<file path="config.mk">
export PLATFORM = sky130hd
export DESIGN_NAME = ffha_ctrl
export DESIGN_NICKNAME = d
export VERILOG_FILES = /design/src/rtl/ffha_pkg.sv /design/src/rtl/ffha_ctrl.sv
export SDC_FILE = /design/constraint.sdc
export NUM_CORES = 1
export LEC_CHECK = 0
export ABC_AREA = 1
export BUFFER_PORTS_ARGS = -buffer_cell sky130_fd_sc_hd__buf_2
export CAP_MARGIN = 20
export CORE_MARGIN = 2
export CORE_UTILIZATION = 35
export DETAILED_ROUTE_END_ITERATION = 8
export PLACE_DENSITY = 0.6
export SLEW_MARGIN = 20
export SYNTH_ARGS = -nofsm -noshare
export SYNTH_HDL_FRONTEND = slang
export SYNTH_SLANG_ARGS = --single-unit
</file>
<file path="constraint.sdc">
create_clock -name clk -period 7.68 [get_ports clk]
set_input_delay 1.152 -clock clk [delete_from_list [all_inputs] [get_ports clk]]
set_output_delay 1.152 -clock clk [all_outputs]
set_load 0.01 [all_outputs]
</file>
<file path="src/rtl/ffha_pkg.sv">
// shared types and constants of the first-fit heap allocator
package ffha_pkg;

    // fixed field widths
    localparam int ADDR_W  = 32;
    localparam int SIZE_W  = 23;
    // a block's byte charge: size plus header, plus gap when appended, header at most 64
    localparam int DELTA_W = 24;

    // spacing between the end of one block and the header of the next
    localparam logic [ADDR_W-1:0]  GAP_BYTES   = 32'd4;
    localparam logic [DELTA_W-1:0] GAP_BYTES_D = 24'd4;

    // request kinds
    localparam logic ACT_ALLOC = 1'b0;
    localparam logic ACT_FREE  = 1'b1;

    // configuration register indexes
    localparam logic REG_HEAP_START = 1'b0;
    localparam logic REG_HEAP_STOP  = 1'b1;

    typedef enum logic [1:0] {
        ST_OK           = 2'd0,
        ST_ZERO_SIZE    = 2'd1,
        ST_NO_MEMORY    = 2'd2,
        ST_UNKNOWN_ADDR = 2'd3
    } status_t;

    typedef enum logic [1:0] {
        S_IDLE,
        S_WALK,
        S_END,
        S_DONE
    } ctrl_state_t;

    typedef struct packed {
        logic              action;
        logic [SIZE_W-1:0] request_bytes;
        logic [ADDR_W-1:0] block_address;
    } in_item_t;

    typedef struct packed {
        logic [ADDR_W-1:0] payload_address;
        status_t           status;
        logic [ADDR_W-1:0] bytes_in_use;
    } out_item_t;

    // one entry of the block table
    typedef struct packed {
        logic              used;
        logic [SIZE_W-1:0] size;
    } blk_entry_t;

    // configuration as seen by the sequencer
    typedef struct packed {
        logic              clear;
        logic [ADDR_W-1:0] new_start;
        logic [ADDR_W-1:0] heap_start;
        logic [ADDR_W-1:0] heap_stop;
    } cfg_t;

endpackage

</file>
<file path="src/rtl/ffha_ctrl.sv">
// request sequencer: walks the block table, appends, keeps the accounting
module ffha_ctrl #(
    parameter int MAX_BLOCKS   = 256,
    parameter int HEADER_BYTES = 8
) (
    input  logic                                                  clk,
    input  logic                                                  rst_n,
    input  ffha_pkg::cfg_t                                        cfg,
    input  logic                                                  in_valid,
    output logic                                                  in_stall,
    input  ffha_pkg::in_item_t                                    in_data,
    output logic                                                  out_valid,
    input  logic                                                  out_stall,
    output ffha_pkg::out_item_t                                   out_data,
    output logic                                                  wr_en,
    output logic [((MAX_BLOCKS > 1) ? $clog2(MAX_BLOCKS) : 1)-1:0] wr_addr,
    output ffha_pkg::blk_entry_t                                  wr_data,
    output logic                                                  rd_en,
    output logic [((MAX_BLOCKS > 1) ? $clog2(MAX_BLOCKS) : 1)-1:0] rd_addr,
    input  ffha_pkg::blk_entry_t                                  rd_data
);
    import ffha_pkg::*;

    localparam int IDX_W = (MAX_BLOCKS > 1) ? $clog2(MAX_BLOCKS) : 1;
    localparam int CNT_W = $clog2(MAX_BLOCKS + 1);
    localparam logic [ADDR_W-1:0]  HDR_A = ADDR_W'(HEADER_BYTES);
    localparam logic [ADDR_W:0]    HDR_W = (ADDR_W + 1)'(HEADER_BYTES);
    localparam logic [DELTA_W-1:0] HDR_D = DELTA_W'(HEADER_BYTES);
    localparam logic [CNT_W-1:0]   FULL  = CNT_W'(MAX_BLOCKS);

    ctrl_state_t        state_reg,   state_next;
    in_item_t           item_reg,    item_next;
    logic [IDX_W-1:0]   idx_reg,     idx_next;
    logic [ADDR_W-1:0]  addr_reg,    addr_next;
    logic [CNT_W-1:0]   count_reg,   count_next;
    logic [ADDR_W-1:0]  append_reg,  append_next;
    logic [ADDR_W-1:0]  used_reg,    used_next;
    logic [ADDR_W-1:0]  payload_reg, payload_next;
    status_t            status_reg,  status_next;
    logic [DELTA_W-1:0] delta_reg,   delta_next;
    logic               dec_reg,     dec_next;
    logic               apply_reg,   apply_next;
    logic               ovalid_reg,  ovalid_next;
    out_item_t          out_reg,     out_next;

    logic [ADDR_W-1:0] pay;
    logic              hit;
    logic [CNT_W-1:0]  next_cnt;
    logic [ADDR_W:0]   end_addr;
    logic [ADDR_W:0]   add_sum;
    logic [ADDR_W-1:0] used_new;
    logic              is_alloc;

    // control state
    always_ff @(posedge clk or negedge rst_n)
    begin
        if (!rst_n)
        begin
            state_reg  <= S_IDLE;
            count_reg  <= '0;
            append_reg <= '0;
            used_reg   <= '0;
            ovalid_reg <= 1'b0;
        end
        else
        begin
            state_reg  <= state_next;
            count_reg  <= count_next;
            append_reg <= append_next;
            used_reg   <= used_next;
            ovalid_reg <= ovalid_next;
        end
    end

    // working and result registers
    always_ff @(posedge clk)
    begin
        item_reg    <= item_next;
        idx_reg     <= idx_next;
        addr_reg    <= addr_next;
        payload_reg <= payload_next;
        status_reg  <= status_next;
        delta_reg   <= delta_next;
        dec_reg     <= dec_next;
        apply_reg   <= apply_next;
        out_reg     <= out_next;
    end

    // next state and outputs
    always_comb
    begin
        state_next   = state_reg;
        item_next    = item_reg;
        idx_next     = idx_reg;
        addr_next    = addr_reg;
        count_next   = count_reg;
        append_next  = append_reg;
        used_next    = used_reg;
        payload_next = payload_reg;
        status_next  = status_reg;
        delta_next   = delta_reg;
        dec_next     = dec_reg;
        apply_next   = apply_reg;
        out_next     = out_reg;
        ovalid_next  = ovalid_reg;

        in_stall = (state_reg != S_IDLE);
        rd_en    = 1'b0;
        rd_addr  = '0;
        wr_en    = 1'b0;
        wr_addr  = idx_reg;
        wr_data  = '0;

        is_alloc = (item_reg.action == ACT_ALLOC);
        pay      = addr_reg + HDR_A;
        hit      = is_alloc ? (!rd_data.used && (rd_data.size >= item_reg.request_bytes))
                            : (pay == item_reg.block_address);
        next_cnt = CNT_W'(idx_reg) + CNT_W'(1);
        end_addr = {1'b0, append_reg} + (ADDR_W + 1)'(item_reg.request_bytes) + HDR_W;

        // saturating update of the bytes-in-use count
        add_sum = {1'b0, used_reg} + (ADDR_W + 1)'(delta_reg);
        if (!apply_reg)
        begin
            used_new = used_reg;
        end
        else if (dec_reg)
        begin
            used_new = (used_reg > ADDR_W'(delta_reg)) ? (used_reg - ADDR_W'(delta_reg)) : '0;
        end
        else
        begin
            used_new = add_sum[ADDR_W] ? '1 : add_sum[ADDR_W-1:0];
        end

        // output beat taken
        if (ovalid_reg && !out_stall)
        begin
            ovalid_next = 1'b0;
        end

        unique case (state_reg)
            S_IDLE:
            begin
                if (in_valid)
                begin
                    item_next    = in_data;
                    idx_next     = '0;
                    addr_next    = cfg.heap_start;
                    payload_next = '0;
                    apply_next   = 1'b0;
                    dec_next     = 1'b0;
                    if (in_data.action == ACT_ALLOC && in_data.request_bytes == '0)
                    begin
                        status_next = ST_ZERO_SIZE;
                        state_next  = S_DONE;
                    end
                    else if (count_reg == '0)
                    begin
                        state_next = S_END;
                    end
                    else
                    begin
                        rd_en      = 1'b1;
                        rd_addr    = '0;
                        state_next = S_WALK;
                    end
                end
            end

            S_WALK:
            begin
                // entry idx_reg is on the read port
                if (hit)
                begin
                    wr_en        = 1'b1;
                    wr_addr      = idx_reg;
                    wr_data.used = is_alloc;
                    wr_data.size = rd_data.size;
                    status_next  = ST_OK;
                    payload_next = is_alloc ? pay : '0;
                    delta_next   = is_alloc ? (DELTA_W'(item_reg.request_bytes) + HDR_D)
                                            : (DELTA_W'(rd_data.size) + HDR_D);
                    dec_next     = !is_alloc;
                    apply_next   = 1'b1;
                    state_next   = S_DONE;
                end
                else
                begin
                    addr_next = addr_reg + ADDR_W'(rd_data.size) + HDR_A + GAP_BYTES;
                    idx_next  = next_cnt[IDX_W-1:0];
                    if (next_cnt == count_reg)
                    begin
                        state_next = S_END;
                    end
                    else
                    begin
                        rd_en   = 1'b1;
                        rd_addr = next_cnt[IDX_W-1:0];
                    end
                end
            end

            S_END:
            begin
                // no fitting block, or no matching payload
                state_next = S_DONE;
                if (!is_alloc)
                begin
                    status_next = ST_UNKNOWN_ADDR;
                end
                else if (count_reg >= FULL || end_addr >= {1'b0, cfg.heap_stop})
                begin
                    status_next = ST_NO_MEMORY;
                end
                else
                begin
                    wr_en        = 1'b1;
                    wr_addr      = count_reg[IDX_W-1:0];
                    wr_data.used = 1'b1;
                    wr_data.size = item_reg.request_bytes;
                    count_next   = count_reg + CNT_W'(1);
                    append_next  = end_addr[ADDR_W-1:0] + GAP_BYTES;
                    payload_next = append_reg + HDR_A;
                    status_next  = ST_OK;
                    delta_next   = DELTA_W'(item_reg.request_bytes) + HDR_D + GAP_BYTES_D;
                    dec_next     = 1'b0;
                    apply_next   = 1'b1;
                end
            end

            S_DONE:
            begin
                // load the output register once it is free
                if (!ovalid_reg || !out_stall)
                begin
                    out_next.payload_address = payload_reg;
                    out_next.status          = status_reg;
                    out_next.bytes_in_use    = used_new;
                    ovalid_next              = 1'b1;
                    used_next                = used_new;
                    state_next               = S_IDLE;
                end
            end

            default:
            begin
                state_next = S_IDLE;
            end
        endcase

        // moving heap_start empties the table
        if (cfg.clear)
        begin
            count_next  = '0;
            append_next = cfg.new_start;
            used_next   = '0;
        end
    end

    assign out_valid = ovalid_reg;
    assign out_data  = out_reg;

endmodule

</file>
==> results of run 1 <==
synthesized netlist by cell type, types with 5 or more instances:
master / n
a21boi_0: 9
o21a_1: 6
inv_2: 7
a31oi_1: 18
a21oi_1: 206
o21ai_1: 11
nand4_1: 99
a21o_1: 8
nand2_1: 1032
nor2_1: 355
nand2_2: 6
buf_1: 8
inv_1: 421
o21bai_1: 12
nor2_2: 13
ha_1: 209
o21ai_0: 161
nor3_2: 5
o221ai_1: 13
or2_2: 22
clkbuf_1: 54
nand3_1: 265
nor3_1: 43
xor2_1: 108
nand3b_1: 23
o2111ai_1: 6
buf_2: 28
xnor2_1: 26
o22ai_1: 22
o211ai_1: 14
dfrtp_1: 76
nor4_1: 22
edfxtp_1: 222
and3_1: 5
worst min-delay path by stage:
stage	cells past startpoint	end	from	slack, ns
after floorplan	0	out_data[32]$_DFFE_PP_	status_reg[0]$_DFFE_PP_	0.40
after CTS	0	out_data[60]$_DFFE_PP_	payload_reg[26]$_DFFE_PP_	0.42
after detailed placement	0	out_data[46]$_DFFE_PP_	payload_reg[12]$_DFFE_PP_	0.40
after global routing	0	out_data[51]$_DFFE_PP_	payload_reg[17]$_DFFE_PP_	0.42
after global placement	0	out_data[56]$_DFFE_PP_	payload_reg[22]$_DFFE_PP_	0.40
final	0	out_data[53]$_DFFE_PP_	payload_reg[19]$_DFFE_PP_	0.42
through the flow:
stage | area, um^2 | setup WS [ns]
4_1_cts | 29300 | 0.855
3_3_place_gp | 28000 | 1.51
3_5_place_dp | 28000 | 1.53
2_1_floorplan | 25600 | 1.39
6_report | 29300 | 0.786
5_1_grt | 29300 | 0.410
layer usage:
metal / GRT usage, % / vias to the layer above / part of all wire [%]
met1: 32.4 / 12000 / 42
met4: 9.25 / 2 / 3.8
met3: 4.20 / 150 / 7.4
li1: - / 12500 / -
met2: 42.2 / 911 / 47
met5: 0 / - / 0.010
power by group:
part	switching, mW	total, mW	internal [mW]	leakage [nW]
clock network	0.778	1.85	1.07	0.613
logic	4.66	6.69	2.03	10.1
registers	0.568	3.13	2.56	3.12
total	6.01	11.7	5.66	13.9
kinds of logic after synthesis:
kind of cell             after synthesis
flip-flops                           298
AO/OA/AOI/OAI                        509
AND/OR/NAND/NOR                     1907
XOR/XNOR                             137
buffers and inverters                527
adder cells (fa/ha/maj)              213
cell type report:
cell class | count | area, um^2 | area share (%)
clock buffer | 47 | 993 | 3.39
clock inverter | 20 | 269 | 0.918
inverter | 433 | 1630 | 5.56
multi-input combinational | 2766 | 15000 | 51.3
sequential | 298 | 8570 | 29.3
tap | 959 | 1200 | 4.10
timing repair buffer | 312 | 1620 | 5.53
==> impl_metrics.yaml, run 1 <==
routing:
  totalWireLength_um: 96600
  final_antenna_net_count: 0
  viasPerCell: 5.29
  vias: 25600
  detail_route.wl_per_cell_um: 20.0
  first_pass_iters: 8
  drt_iter0_drc: 2337
  drcViolationCount: 0
sta:
  fmax_mhz: 145
  skew_ns: 0.0375
  rsz0062_at_grt: "false"
  post-route-min-period_ns: 6.89
  post-route-period-util_pct: 89.8
  fin_hold_ws_ns: 0.420
  setup_viol: 0
  hold_viol: 0
  slew-limit-headroom_pct: 34.0
  slew_violations: 0
  worst_pin_slew_ns: 0.989
  final.setup.tns_ns: 0
yosys:
  avgSynthCellArea_um2: 7.12
  synth_fp_nets: 3985
  netlist_top_cells_area: "edfxtp_1 26%, nand2_1 15%, ha_1 10%"
  synthArstFlopShare_pct: 25.5
  synth_compound_area_share_pct: 11.3
  synthCells: 3591
  muxShareOfSynthArea_pct: 0
  synth_edf_count: 222
  synthAdderAreaFrac_pct: 10.5
  yosys_warnings: 0
  synth.top_cell.area_share_pct: 26.1
  ys.flop_type: "edfxtp_1"
  netlist_area_um2: 25600
  synth-seq-cells: 298
  synth_top_family_by_area: "simple AND/OR/NAND/NOR gates"
  synth_xor_area_share_pct: 4.80
  ys_types: 64
  yosysTopAreaCell: "edfxtp_1"
  yosys.area_share.simple_pct: 31.9
  ys_seq_area_share_pct: 33.5
critical_path:
  crit_type: "flop to output pin"
  max_stage_delay_ns: 0.66
  critPathLaunch: "item_reg[34]$_DFFE_PP_"
  worst-path-stages: 23
  path_cells: "ha_1 -> fa_1 -> nand3_1 -> nand2_1 -> nand2_1 -> nand2_1 -> nand2_1 -> nand2_1 -> nand2_1 -> nand3_1 -> and2_1 -> xor2_1 -> inv_1 -> ha_1 -> nand4_1 -> nor3_1 -> nand4_1 -> nand3_1 -> a21oi_2 -> buf_4 -> nand4_1 -> a21oi_1 -> buf_2"
  ff2ff_path_depth: 25
  critPathLaunchType: "flop"
  crit_end: "wr_data[16]"
  crit_arrival_ns: 5.74
  cpLargestDelayFamily: "simple AND/OR/NAND/NOR gates"
  reg2reg_from: "item_reg[34]$_DFFE_PP_"
  required_ns: 6.53
  cp_num_buf_inv: 3
  critPathMostFrequentCell: "nand2_1"
  path_max_fanout: 14
  r2r-end: "payload_reg[2]$_DFFE_PP_"
  reg2reg_slack_ns: 1.72
  slowest_stage: "a21oi_2"
  end_kind: "output pin"
finish:
  layout_commonest_cell: "nand2_1"
  final_util_pct: 40.3
  area_growth_pct: 14.5
  diodes: 0
  largest_register_ffs: 66
  drive_above_1_share_pct: 11.6
  fill_cells: 7734
  final_cell_mix: "1,031 x nand2_1, 419 x inv_1, 352 x nor2_1"
  finalNetCount: 4242
  fin_cells: 4835
job:
  drv_cap: 0
floorplan:
  io_pins: 291
  die_area_um2: 75200
  initial_utilization_pct: 35.2
  die_w_um: 274
  coreArea_um2: 72600
  std_cell_rows: 99
  die_h_um: 274
pwr:
  p_per_area_nw_per_um2: 398
  finalPower_mw: 11.7
  power_leakage_nw: 13.9
  ir_worst_vdd_mv: 0.230
outcome:
  status: "finished clean"
place:
  place_hpwl_um: 78100
  globalplace.congestion: 0.987
  io_buffers: 290
  dp_cells: 4768
clocking:
  tritoncts: "done"
  clkTransAtPathRegs_ns: 0.06
  postCtsHoldBufs: 0
  cts_buffers: 37
  post-cts-setup-buffer-count: 0
  cts_sinks: 298
  htreeDepth: 2
  clockRootBuffer: "clkbuf_16"
  cts-resized-gates: 0
  cts_buffer_depth: 3
  clock_latency_ns: 0.59
min_path:
  min_path_type: "flop to flop"
global_routing:
  grt_pass1_vias: 23900
  grt_first_pass_wirelength_um: 144000
  gr-total-overflow: 0
  antenna_found_initial: 1
  grt_max_degree: 54
  grt_usage_pct: 25.2
Note: power is estimated with default switching activity, not from simulation.
==> run 2: changes to the inputs <==
--- a/config.mk
+++ b/config.mk
@@ -9,9 +9,9 @@
 export BUFFER_PORTS_ARGS = -buffer_cell sky130_fd_sc_hd__buf_2
 export CAP_MARGIN = 20
 export CORE_MARGIN = 2
-export CORE_UTILIZATION = 35
+export CORE_UTILIZATION = 50
 export DETAILED_ROUTE_END_ITERATION = 8
-export PLACE_DENSITY = 0.6
+export PLACE_DENSITY = 0.78
 export SLEW_MARGIN = 20
 export SYNTH_ARGS = -nofsm -noshare
 export SYNTH_HDL_FRONTEND = slang
==> impl_metrics.yaml, run 2 (synthesis results as in run 1) <==
outcome:
  status: "finished clean"
sta:
  skew_ns: 0.0244
  post-route-period-util_pct: 88.6
  hold_viol: 0
  slew_violations: 0
  rsz0062_at_grt: "false"
  final.setup.tns_ns: 0
  post-route-min-period_ns: 6.80
  slew-limit-headroom_pct: 29.8
  setup_viol: 0
  timing.final.ws_setup_ns: 0.877
  worst_pin_slew_ns: 1.05
  fmax_mhz: 147
clocking:
  cts_buffers: 36
  post-cts-setup-buffer-count: 0
  tritoncts: "done"
  htreeDepth: 2
  cts_buffer_depth: 3
  clockRootBuffer: "clkbuf_16"
  clock_latency_ns: 0.57
  clkTransAtPathRegs_ns: 0.06
  postCtsHoldBufs: 0
  cts_sinks: 298
  cts-resized-gates: 0
global_routing:
  grt.busiest_layer: "met2"
  gr-total-overflow: 0
  grt_usage_pct: 34.3
  grt_pass1_vias: 24300
  grt_first_pass_wirelength_um: 140000
  grt_util_met2_pct: 55.2
  grt.met1_usage_pct: 44.0
  antenna_found_initial: 0
  grt_max_degree: 58
  globalRouteMet3Util_pct: 5.30
critical_path:
  crit_arrival_ns: 5.65
  critPathLaunchType: "flop"
  crit_type: "flop to output pin"
  path_max_fanout: 20
  end_kind: "output pin"
  cpLargestDelayFamily: "simple AND/OR/NAND/NOR gates"
  max_stage_delay_ns: 0.55
  slowest_stage: "edfxtp_1"
  r2r-end: "count_reg[5]$_DFFE_PN0P_"
  crit_end: "wr_data[23]"
  critPathMostFrequentCell: "nand2_1"
  critPathLaunch: "item_reg[34]$_DFFE_PP_"
  required_ns: 6.53
  reg2reg_from: "item_reg[34]$_DFFE_PP_"
  path_cells: "ha_1 -> fa_1 -> nand3_1 -> nand2_1 -> nand2_1 -> nand2_1 -> nand2_1 -> nand2_1 -> nand2_1 -> nand3_1 -> and2_1 -> xor2_1 -> inv_1 -> ha_1 -> nand4_1 -> nor3_1 -> nand4_1 -> nand3_1 -> inv_1 -> nand4_1 -> buf_4 -> a21oi_1 -> and2_1 -> buf_2"
  worst-path-stages: 24
  cp_num_buf_inv: 4
  reg2reg_slack_ns: 1.55
  ff2ff_path_depth: 25
routing:
  detail_route.wl_per_cell_um: 20.3
  drt_iter0_drc: 2933
  final_antenna_net_count: 0
  viasPerCell: 5.75
  vias: 26100
  totalWireLength_um: 92200
  drcViolationCount: 0
  first_pass_iters: 8
place:
  dp_cells: 4481
  dpl_cell_area_um2: 27700
  dp_slack_ns: 1.64
  globalplace.congestion: 1.03
  place_hpwl_um: 74000
  io_buffers: 290
finish:
  final_cell_mix: "1,031 x nand2_1, 419 x inv_1, 353 x nor2_1"
  fin_area_um2: 28900
  fin_cells: 4547
  finalNetCount: 4241
  drive_above_1_share_pct: 11.6
  fill_cells: 4872
  area_growth_pct: 13.0
  final_util_pct: 57.5
  largest_register_ffs: 66
  layout_commonest_cell: "nand2_1"
  diodes: 0
floorplan:
  std_cell_rows: 82
  io_pins: 291
  die_w_um: 230
  initial_utilization_pct: 50.9
  die_area_um2: 53000
  coreArea_um2: 50300
  die_h_um: 230
pwr:
  p_per_area_nw_per_um2: 400
  power_leakage_nw: 13.9
  ir_worst_vdd_mv: 0.224
job:
  drv_cap: 0
min_path:
  min_path_type: "flop to flop"
==> run 2: where the power goes <==
group | switching, mW | total (mW) | internal (mW)
Clock | 0.745 | 1.80 | 1.05
Combinational | 4.61 | 6.64 | 2.03
Sequential | 0.566 | 3.12 | 2.56
==> run 2: cell type report <==
type	instances	area (um^2)	area share, %
Multi-Input combinational cell	2766	15000	51.9
Inverter	433	1630	5.63
Tap cell	672	841	2.91
Clock buffer	38	918	3.18
Timing Repair Buffer	312	1620	5.60
Sequential cell	298	8570	29.7
Clock inverter	28	315	1.09
==> run 2: through the flow <==
step / power, mW / hold WS, ns
6_report: 11.6 / 0.417
5_1_grt: 12.4 / 0.422
4_1_cts: 11.4 / 0.414
3_5_place_dp: 9.58 / 0.405
3_3_place_gp: 9.52 / 0.401
2_1_floorplan: 7.51 / 0.400
==> run 2: worst min path at each step <==
stage	depth (start not counted)	end	startpoint
2_1_floorplan	0	out_data[32]$_DFFE_PP_	status_reg[0]$_DFFE_PP_
3_3_place_gp	0	out_data[53]$_DFFE_PP_	payload_reg[19]$_DFFE_PP_
3_5_place_dp	0	out_data[33]$_DFFE_PP_	status_reg[1]$_DFFE_PP_
4_1_cts	0	out_data[40]$_DFFE_PP_	payload_reg[6]$_DFFE_PP_
5_1_grt	0	out_data[52]$_DFFE_PP_	payload_reg[18]$_DFFE_PP_
6_report	0	out_data[40]$_DFFE_PP_	payload_reg[6]$_DFFE_PP_
==> run 2: routing by layer <==
layer	up-vias	wire length (um)
met5	-	0
met2	1389	41200
met4	0	6060
met1	11900	36300
li1	12500	-
met3	287	8560
==> run 2: worst register-to-register path, delay by kind of cell, from the launching register on <==
kind            cells  cell delay (ns)
fa+ha+maj           3             1.27
xor+xnor            1             0.24
simple gates       16             3.00
flops               1             0.55
compound gates      1             0.12
buf+inv             4             0.80
